===== src/sv/dtq_pkg.sv =====
// ----------------------------------------------------------------------------
// dtq_pkg
// Shared constants, codes and types of the deadline timer queue.
// ----------------------------------------------------------------------------
package dtq_pkg;

    localparam int CAPACITY = 16;
    localparam int IDX_W    = $clog2(CAPACITY);
    localparam int CNT_W    = $clog2(CAPACITY + 1);

    localparam int OP_W    = 2;
    localparam int KIND_W  = 3;
    localparam int TIME_W  = 48;
    localparam int ID_W    = 32;
    localparam int DELAY_W = 32;
    localparam int SLEEP_W = 49;
    localparam int ENTRY_W = TIME_W + ID_W;

    localparam int S_DATA_W = 160;
    localparam int M_DATA_W = 136;

    localparam logic [OP_W-1:0] OP_ADD    = 2'd0;
    localparam logic [OP_W-1:0] OP_DELETE = 2'd1;
    localparam logic [OP_W-1:0] OP_EXPIRE = 2'd2;

    localparam logic [KIND_W-1:0] KIND_ADDED     = 3'd0;
    localparam logic [KIND_W-1:0] KIND_DELETED   = 3'd1;
    localparam logic [KIND_W-1:0] KIND_NOT_FOUND = 3'd2;
    localparam logic [KIND_W-1:0] KIND_FIRED     = 3'd3;
    localparam logic [KIND_W-1:0] KIND_DONE      = 3'd4;
    localparam logic [KIND_W-1:0] KIND_FULL      = 3'd5;

    typedef struct packed {
        logic              done;
        logic              found;
        logic [IDX_W-1:0]  slot;
        logic [TIME_W-1:0] deadline;
        logic [ID_W-1:0]   ident;
        logic              match_found;
        logic [IDX_W-1:0]  match_slot;
    } scan_res_t;

endpackage


===== src/sv/dtq_ram.sv =====
// ----------------------------------------------------------------------------
// dtq_ram
// Generic simple dual-port RAM with one write port and a registered read.
// ----------------------------------------------------------------------------
module dtq_ram #(
    parameter int WIDTH = 8,
    parameter int DEPTH = 16
) (
    input  logic                     clk,
    input  logic                     we,
    input  logic [$clog2(DEPTH)-1:0] waddr,
    input  logic [WIDTH-1:0]         wdata,
    input  logic                     re,
    input  logic [$clog2(DEPTH)-1:0] raddr,
    output logic [WIDTH-1:0]         rdata
);

    logic [WIDTH-1:0] mem [DEPTH];
    logic [WIDTH-1:0] rdata_reg;

    always_ff @(posedge clk)
    begin
        if (we)
        begin
            mem[waddr] <= wdata;
        end
        if (re)
        begin
            rdata_reg <= mem[raddr];
        end
    end

    assign rdata = rdata_reg;

endmodule


===== src/sv/dtq_scan.sv =====
// ----------------------------------------------------------------------------
// dtq_scan
// Sweeps the timer table once, finding the earliest live entry (other than the
// first match) and the lowest-slot entry that matches a delete target.
// ----------------------------------------------------------------------------
module dtq_scan (
    input  logic                          clk,
    input  logic                          rst_n,
    input  logic                          start,
    input  logic                          match_en,
    input  logic [dtq_pkg::TIME_W-1:0]    target_expire,
    input  logic [dtq_pkg::ID_W-1:0]      target_id,
    input  logic [dtq_pkg::CAPACITY-1:0]  valid,
    output logic                          rd_en,
    output logic [dtq_pkg::IDX_W-1:0]     rd_addr,
    input  logic [dtq_pkg::ENTRY_W-1:0]   rd_data,
    output dtq_pkg::scan_res_t            res
);

    logic                        active_reg;
    logic [dtq_pkg::CNT_W-1:0]   cnt_reg;
    logic                        pend_reg;
    logic                        pend_live_reg;
    logic [dtq_pkg::IDX_W-1:0]   pend_slot_reg;
    logic                        done_reg;
    logic                        found_reg;
    logic [dtq_pkg::IDX_W-1:0]   slot_reg;
    logic [dtq_pkg::TIME_W-1:0]  dl_reg;
    logic [dtq_pkg::ID_W-1:0]    id_reg;
    logic                        mfound_reg;
    logic [dtq_pkg::IDX_W-1:0]   mslot_reg;

    logic [dtq_pkg::TIME_W-1:0]  ent_dl;
    logic [dtq_pkg::ID_W-1:0]    ent_id;
    logic                        is_match;
    logic                        better;

    assign rd_en   = active_reg && (cnt_reg < dtq_pkg::CNT_W'(dtq_pkg::CAPACITY));
    assign rd_addr = cnt_reg[dtq_pkg::IDX_W-1:0];

    assign ent_dl   = rd_data[dtq_pkg::TIME_W-1:0];
    assign ent_id   = rd_data[dtq_pkg::ENTRY_W-1:dtq_pkg::TIME_W];
    assign is_match = match_en && (ent_dl == target_expire) && (ent_id == target_id);
    assign better   = !found_reg || (ent_dl < dl_reg) || ((ent_dl == dl_reg) && (ent_id < id_reg));

    always_ff @(posedge clk or negedge rst_n)
    begin
        if (!rst_n)
        begin
            active_reg    <= 1'b0;
            cnt_reg       <= '0;
            pend_reg      <= 1'b0;
            pend_live_reg <= 1'b0;
            pend_slot_reg <= '0;
            done_reg      <= 1'b0;
            found_reg     <= 1'b0;
            slot_reg      <= '0;
            dl_reg        <= '0;
            id_reg        <= '0;
            mfound_reg    <= 1'b0;
            mslot_reg     <= '0;
        end
        else if (start)
        begin
            active_reg <= 1'b1;
            cnt_reg    <= '0;
            pend_reg   <= 1'b0;
            done_reg   <= 1'b0;
            found_reg  <= 1'b0;
            mfound_reg <= 1'b0;
        end
        else if (active_reg)
        begin
            pend_reg <= rd_en;
            if (rd_en)
            begin
                cnt_reg       <= cnt_reg + dtq_pkg::CNT_W'(1);
                pend_slot_reg <= rd_addr;
                pend_live_reg <= valid[rd_addr];
            end
            if (pend_reg && pend_live_reg)
            begin
                if (is_match && !mfound_reg)
                begin
                    mfound_reg <= 1'b1;
                    mslot_reg  <= pend_slot_reg;
                end
                else if (better)
                begin
                    found_reg <= 1'b1;
                    slot_reg  <= pend_slot_reg;
                    dl_reg    <= ent_dl;
                    id_reg    <= ent_id;
                end
            end
            if (!rd_en && !pend_reg)
            begin
                active_reg <= 1'b0;
                done_reg   <= 1'b1;
            end
        end
    end

    assign res.done        = done_reg;
    assign res.found       = found_reg;
    assign res.slot        = slot_reg;
    assign res.deadline    = dl_reg;
    assign res.ident       = id_reg;
    assign res.match_found = mfound_reg;
    assign res.match_slot  = mslot_reg;

endmodule


===== src/sv/deadline_timer_queue_unit.sv =====
// ----------------------------------------------------------------------------
// deadline_timer_queue_unit
// Table of pending timers kept in a RAM, served in deadline and id order.
// ----------------------------------------------------------------------------
//  Channel  Direction  Payload
//  s_*      in         tuser: opcode; tdata: now, delay_ms, target_expire, target_id
//  m_*      out        tuser: kind; tdata: timer_id, timer_expire, sleep_ms; tlast: last
//
//  Every item sweeps the table through the single RAM read port. An add
//  first writes its entry to a free slot, if there is one, and each timer
//  that an expire fires starts another sweep.
//  Reset clears the valid bits and the id counter; the RAM is not cleared.
//  A stalled output holds the block before its next result; a new item is
//  taken while the last result still waits.
// ----------------------------------------------------------------------------
module deadline_timer_queue_unit (
    input  logic                            clk,
    input  logic                            rst_n,
    input  logic                            s_tvalid,
    output logic                            s_tready,
    // tdata fields from bit 0: now, delay_ms, target_expire, target_id.
    input  logic [dtq_pkg::S_DATA_W-1:0]    s_tdata,
    // tuser fields from bit 0: opcode.
    input  logic [dtq_pkg::OP_W-1:0]        s_tuser,
    output logic                            m_tvalid,
    input  logic                            m_tready,
    // tdata fields from bit 0: timer_id, timer_expire, sleep_ms, zero fill.
    output logic [dtq_pkg::M_DATA_W-1:0]    m_tdata,
    // tuser fields from bit 0: kind.
    output logic [dtq_pkg::KIND_W-1:0]      m_tuser,
    output logic                            m_tlast
);

    typedef enum logic [1:0] {
        ST_IDLE,
        ST_WRITE,
        ST_SCAN,
        ST_FINISH
    } state_t;

    state_t                          state_reg;
    logic [dtq_pkg::OP_W-1:0]        op_reg;
    logic [dtq_pkg::TIME_W-1:0]      now_reg;
    logic [dtq_pkg::DELAY_W-1:0]     delay_reg;
    logic [dtq_pkg::TIME_W-1:0]      texp_reg;
    logic [dtq_pkg::ID_W-1:0]        tid_reg;
    logic                            full_reg;
    logic [dtq_pkg::IDX_W-1:0]       slot_reg;
    logic [dtq_pkg::ID_W-1:0]        next_id_reg;
    logic [dtq_pkg::ID_W-1:0]        res_id_reg;
    logic [dtq_pkg::TIME_W-1:0]      res_dl_reg;
    logic [dtq_pkg::CAPACITY-1:0]    valid_reg;
    logic                            start_reg;

    logic                            m_tvalid_reg;
    logic [dtq_pkg::KIND_W-1:0]      m_kind_reg;
    logic [dtq_pkg::ID_W-1:0]        m_id_reg;
    logic [dtq_pkg::TIME_W-1:0]      m_dl_reg;
    logic [dtq_pkg::SLEEP_W-1:0]     m_sleep_reg;
    logic                            m_last_reg;

    logic                            any_free;
    logic [dtq_pkg::IDX_W-1:0]       free_slot;
    logic [dtq_pkg::TIME_W:0]        dl_sum;
    logic [dtq_pkg::TIME_W-1:0]      dl_sat;
    logic [dtq_pkg::ID_W-1:0]        id_inc;
    logic [dtq_pkg::SLEEP_W-1:0]     sleep_val;
    logic                            due;
    logic                            out_free;
    logic                            accept;

    logic                            rd_en;
    logic [dtq_pkg::IDX_W-1:0]       rd_addr;
    logic [dtq_pkg::ENTRY_W-1:0]     rd_data;
    logic                            wr_en;
    dtq_pkg::scan_res_t              sres;

    always_comb
    begin
        any_free  = 1'b0;
        free_slot = '0;
        for (int i = dtq_pkg::CAPACITY - 1; i >= 0; i--)
        begin
            if (!valid_reg[i])
            begin
                any_free  = 1'b1;
                free_slot = dtq_pkg::IDX_W'(i);
            end
        end
    end

    assign dl_sum = {1'b0, now_reg}
                  + {{(dtq_pkg::TIME_W + 1 - dtq_pkg::DELAY_W){1'b0}}, delay_reg};
    assign dl_sat = dl_sum[dtq_pkg::TIME_W] ? '1 : dl_sum[dtq_pkg::TIME_W-1:0];
    assign id_inc = next_id_reg + dtq_pkg::ID_W'(1);

    always_comb
    begin
        if (!sres.found)
        begin
            sleep_val = '1;
        end
        else if (sres.deadline > now_reg)
        begin
            sleep_val = {1'b0, sres.deadline - now_reg};
        end
        else
        begin
            sleep_val = '0;
        end
    end

    assign due      = sres.found && (sres.deadline <= now_reg);
    assign out_free = !m_tvalid_reg || m_tready;
    assign s_tready = (state_reg == ST_IDLE);
    assign accept   = s_tvalid && s_tready;
    assign wr_en    = (state_reg == ST_WRITE);

    dtq_ram #(
        .WIDTH (dtq_pkg::ENTRY_W),
        .DEPTH (dtq_pkg::CAPACITY)
    ) u_ram (
        .clk   (clk),
        .we    (wr_en),
        .waddr (slot_reg),
        .wdata ({id_inc, dl_sat}),
        .re    (rd_en),
        .raddr (rd_addr),
        .rdata (rd_data)
    );

    dtq_scan u_scan (
        .clk           (clk),
        .rst_n         (rst_n),
        .start         (start_reg),
        .match_en      (op_reg == dtq_pkg::OP_DELETE),
        .target_expire (texp_reg),
        .target_id     (tid_reg),
        .valid         (valid_reg),
        .rd_en         (rd_en),
        .rd_addr       (rd_addr),
        .rd_data       (rd_data),
        .res           (sres)
    );

    always_ff @(posedge clk or negedge rst_n)
    begin
        if (!rst_n)
        begin
            state_reg    <= ST_IDLE;
            op_reg       <= '0;
            now_reg      <= '0;
            delay_reg    <= '0;
            texp_reg     <= '0;
            tid_reg      <= '0;
            full_reg     <= 1'b0;
            slot_reg     <= '0;
            next_id_reg  <= '0;
            res_id_reg   <= '0;
            res_dl_reg   <= '0;
            valid_reg    <= '0;
            start_reg    <= 1'b0;
            m_tvalid_reg <= 1'b0;
            m_kind_reg   <= '0;
            m_id_reg     <= '0;
            m_dl_reg     <= '0;
            m_sleep_reg  <= '0;
            m_last_reg   <= 1'b0;
        end
        else
        begin
            if (m_tvalid_reg && m_tready && (state_reg != ST_FINISH))
            begin
                m_tvalid_reg <= 1'b0;
            end

            unique case (state_reg)
                ST_IDLE:
                begin
                    if (accept)
                    begin
                        op_reg     <= s_tuser;
                        now_reg    <= s_tdata[47:0];
                        delay_reg  <= s_tdata[79:48];
                        texp_reg   <= s_tdata[127:80];
                        tid_reg    <= s_tdata[159:128];
                        full_reg   <= (s_tuser == dtq_pkg::OP_ADD) && !any_free;
                        res_id_reg <= '0;
                        res_dl_reg <= '0;
                        slot_reg   <= free_slot;
                        start_reg  <= !((s_tuser == dtq_pkg::OP_ADD) && any_free);
                        if (s_tuser == dtq_pkg::OP_ADD && any_free)
                        begin
                            state_reg <= ST_WRITE;
                        end
                        else
                        begin
                            state_reg <= ST_SCAN;
                        end
                    end
                end
                ST_WRITE:
                begin
                    valid_reg[slot_reg] <= 1'b1;
                    next_id_reg         <= id_inc;
                    res_id_reg          <= id_inc;
                    res_dl_reg          <= dl_sat;
                    start_reg           <= 1'b1;
                    state_reg           <= ST_SCAN;
                end
                ST_SCAN:
                begin
                    start_reg <= 1'b0;
                    if (sres.done && !start_reg)
                    begin
                        state_reg <= ST_FINISH;
                    end
                end
                ST_FINISH:
                begin
                    if (out_free)
                    begin
                        m_tvalid_reg <= 1'b1;
                        if (op_reg == dtq_pkg::OP_EXPIRE && due)
                        begin
                            m_kind_reg            <= dtq_pkg::KIND_FIRED;
                            m_id_reg              <= sres.ident;
                            m_dl_reg              <= sres.deadline;
                            m_sleep_reg           <= '0;
                            m_last_reg            <= 1'b0;
                            valid_reg[sres.slot]  <= 1'b0;
                            start_reg             <= 1'b1;
                            state_reg             <= ST_SCAN;
                        end
                        else
                        begin
                            m_id_reg    <= res_id_reg;
                            m_dl_reg    <= res_dl_reg;
                            m_sleep_reg <= sleep_val;
                            m_last_reg  <= 1'b1;
                            start_reg   <= 1'b0;
                            state_reg   <= ST_IDLE;
                            unique case (op_reg)
                                dtq_pkg::OP_ADD:
                                begin
                                    m_kind_reg <= full_reg ? dtq_pkg::KIND_FULL
                                                           : dtq_pkg::KIND_ADDED;
                                end
                                dtq_pkg::OP_DELETE:
                                begin
                                    if (sres.match_found)
                                    begin
                                        m_kind_reg                 <= dtq_pkg::KIND_DELETED;
                                        valid_reg[sres.match_slot] <= 1'b0;
                                    end
                                    else
                                    begin
                                        m_kind_reg <= dtq_pkg::KIND_NOT_FOUND;
                                    end
                                end
                                default:
                                begin
                                    m_kind_reg <= dtq_pkg::KIND_DONE;
                                end
                            endcase
                        end
                    end
                end
                default:
                begin
                    start_reg <= 1'b0;
                    state_reg <= ST_IDLE;
                end
            endcase
        end
    end

    assign m_tvalid = m_tvalid_reg;
    assign m_tuser  = m_kind_reg;
    assign m_tlast  = m_last_reg;
    assign m_tdata  = {{(dtq_pkg::M_DATA_W - dtq_pkg::SLEEP_W - dtq_pkg::TIME_W
                         - dtq_pkg::ID_W){1'b0}}, m_sleep_reg, m_dl_reg, m_id_reg};

endmodule

===== config.mk =====
export PLATFORM = sky130hd
export DESIGN_NAME = deadline_timer_queue_unit
export DESIGN_NICKNAME = d
export VERILOG_FILES = /design/src/sv/dtq_pkg.sv /design/src/sv/dtq_ram.sv /design/src/sv/dtq_scan.sv /design/src/sv/deadline_timer_queue_unit.sv
export SDC_FILE = /design/constraint.sdc
export NUM_CORES = 2
export LEC_CHECK = 0
export BUFFER_PORTS_ARGS = -buffer_cell sky130_fd_sc_hd__buf_2
export CAP_MARGIN = 20
export CELL_PAD_IN_SITES_DETAIL_PLACEMENT = 1
export CELL_PAD_IN_SITES_GLOBAL_PLACEMENT = 1
export CORE_MARGIN = 2
export CORE_UTILIZATION = 48
export CTS_CLUSTER_DIAMETER = 80
export DETAILED_ROUTE_END_ITERATION = 6
export GPL_ROUTABILITY_DRIVEN = 0
export GPL_TIMING_DRIVEN = 0
export PLACE_DENSITY = 0.84
export SLEW_MARGIN = 40
export SYNTH_ARGS = -nofsm -noshare
export SYNTH_HDL_FRONTEND = slang
export SYNTH_SLANG_ARGS = --single-unit

===== constraint.sdc =====
create_clock -name clk -period 7.7 [get_ports clk]
set_clock_uncertainty 0.2 [all_clocks]
set_input_delay 1.925 -clock clk [delete_from_list [all_inputs] [get_ports clk]]
set_output_delay 1.925 -clock clk [all_outputs]
set_load 0.03 [all_outputs]

==> impl_results.md <==
- Antenna violations before repair: 40
- Util after Layout: 57.2%
- Final HPWL DP: 221,000 um
- Core Box Area: 0.167 mm2
- Worst EP arrival: 7030 ps
- Vias per cell: 7.02
- Register area share after synthesis: 67.4%
- PwrDens: 451 mW/mm2
- M1 WL: 104,000 um
- DR WL/cell: 40.7 um
- Post-synth top flop: edfxtp_1
- Initial core utilization: 48.2%
- Critical path type: reg2reg
- Clk slew on worst S/H paths: 70 ps
- Register-to-Register Path Depth: 15
- Area Overhead vs Synth: 18.6%
- Drt first-iter violations: 9,823
- Top-count cell post-synth: edfxtp_1
- Max_cap viols: 0
- Fmax: 0.153 GHz
- Number of flip-flops in the largest register: 1,280
- Final Cell Area: 0.0954 mm2
- HP Class: reg2reg
- Share of cells above drive strength 1: 25.7%
- Grt ovf: 0
- Die Width: 414 um
- RSZ-0062 raised after global routing: no
- Drt total wl: 335,000 um
- Post-DP Area: 0.0884 mm2
- Reg2Reg Launch Point: u_scan.dl_reg[0]
- Num CTS Buffers: 191
- Global Route Usage Sum: 39.5%
- Async set or reset register ratio after synthesis: 28.2%
- Max Used Layer: met5
- Period Utilization, post-route: 84.6%
- Worst endpoint required time: 8220 ps
- Crit path launch type: flip-flop
- Worst-margin pin slew: 1080 ps
- Area leader, netlist: edfxtp_1
- Leak: 35.0 nW
- Io pins: 308
- Synthesis-stage register bit count: 1,895
- CP startpoint: u_scan.dl_reg[0]
- Met3 wire len: 48,500 um
- Post-route DRC violation count: 37
- Top post-synthesis cells by area: edfxtp_1 51%, dfrtp_1 17%, mux4_2 11%
- Antenna-violating nets left: 0
- Status: finished with violations
- End of the critical path: m_dl_reg[47]
- Hold Fails Final Rpt: 0
- H-Tree Depth: 4
- Num rows: 150
- Setup TNS: 0 ps
- Slew margin rel.: 27.9%
- Reg2reg setup slack: 1180 ps
- Clk_lat worst skew: 900 ps
- Clk root buf: clkbuf_16
- Synth Cell Area: 0.0805 mm2
- Distinct cell type count after synthesis: 82
- Largest net degree at the start of global routing: 76
- Post-CTS Hold Fix Bufs: 0
- First-pass GRT wire length: 465,000 um
- Final min period: 6520 ps
- Die Y: 414 um
- Failing checks: DRC
- Clock tree sinks: 1,895
- Drt pass-1 iters: 7
- Mapped Cells: 5,141
- Setup Viol. Count Final: 0
- EDFF count, synth: 1,360
- Die Area: 0.171 mm2
- Top-area cell type share of the netlist area: 50.7%
- Synth top cells by count: 1,360 x edfxtp_1, 695 x nand2_1, 535 x dfrtp_1
- Synth warn: 0
- Nets@finish: 6,168
- CTS tree: built
- CTS max path bufs: 3
- Hold WS: 286 ps
- Vias in the first global route: 59,700
- CP max FO: 10
- Worst r2r dst: m_dl_reg[47]
- Post-cts resize count: 0
- Peak VDD IR: 363 uV
- Post-CTS Setup Repair Bufs: 0
- Max Slew Vio Count: 0
- Avg Synthesized Cell Area: 15.7 um2
- Vias post-DR: 57,900
- WL met2: 147,000 um
- Port bufs: 300
- Critical path capture point type: flip-flop
[stage by stage]
stage | cells | worst slack, ps | total power (W)
finish | 8237 | 1180 | 0.0431
global route | 8213 | 1380 | 0.0437
CTS | 8207 | 1770 | 0.0418
detailed placement | 7846 | 2040 | 0.0312
global placement | 7651 | -8340 | 0.0298
floorplan | 5147 | 288 | 0.0244
[placed cells by master, fill, tap and decap left out, types with 143 or more instances in the layout]
master     instances
ha_1             161
dfrtp_1          535
mux4_2           405
nand2_1          694
o21ai_0          174
buf_2            364
inv_1            171
clkbuf_1         143
clkbuf_16        198
edfxtp_1        1360
[layer usage]
metal  GRT usage [%]  vias to the layer above
li1                -                    21000
met1            44.5                    29200
met2            58.3                     5675
met3            16.7                     1985
met4            32.7                       32
met5           0.904                        -
[worst min path at each step]
stage                          from               to  cells after the start
floorplan            res_dl_reg[37]   res_dl_reg[37]                      2
finish                 m_dl_reg[14]     m_dl_reg[14]                      2
detailed placement     m_id_reg[31]     m_id_reg[31]                      2
CTS                    m_id_reg[31]     m_id_reg[31]                      2
global route        m_sleep_reg[36]  m_sleep_reg[36]                      1
global placement       m_dl_reg[15]     m_dl_reg[15]                      2
[critical path, stage by stage (launching register included)]
cell and delay, ps:
dfrtp_1 470, inv_1 190, ha_1 220, inv_1 90, fa_1 430, a21oi_1 420
o211ai_1 280, a21oi_1 640, o311ai_1 280, nand2b_1 220, o21ai_2 650, and4b_1 320
buf_2 510, buf_4 440, mux2i_2 780, o21ai_0 160
[where the power goes]
| group | total [W] | internal [W] | switching [W] |
|---|---|---|---|
| Combinational | 0.0169 | 0.00529 | 0.0116 |
| Sequential | 0.0161 | 0.0142 | 0.00187 |
| Clock | 0.0101 | 0.00574 | 0.00437 |
[final cells by class]
class	instances	area (um2)
Antenna cell	26	65.1
Fill cell	15300	71400
Buffer	266	1250
Clock buffer	260	5500
Multi-Input combinational cell	2813	25100
Sequential cell	1895	54200
Inverter	173	657
Clock inverter	101	1210
Tap cell	2204	2760
Timing Repair Buffer	499	4630
[kinds of logic (layout without fill, tap and decap cells)]
logic type	Yosys count	after routing	share of synthesized area, %
compound gates	688	688	5.53
xor+xnor	215	215	2.34
fa+ha+maj	163	163	2.55
buf+inv	439	1299	2.19
flops	1895	1895	67.4
mux	585	585	13.7
other cells	1	33	0.00466
simple gates	1155	1155	6.30
No activity file was read; power rests on OpenSTA's default activity.
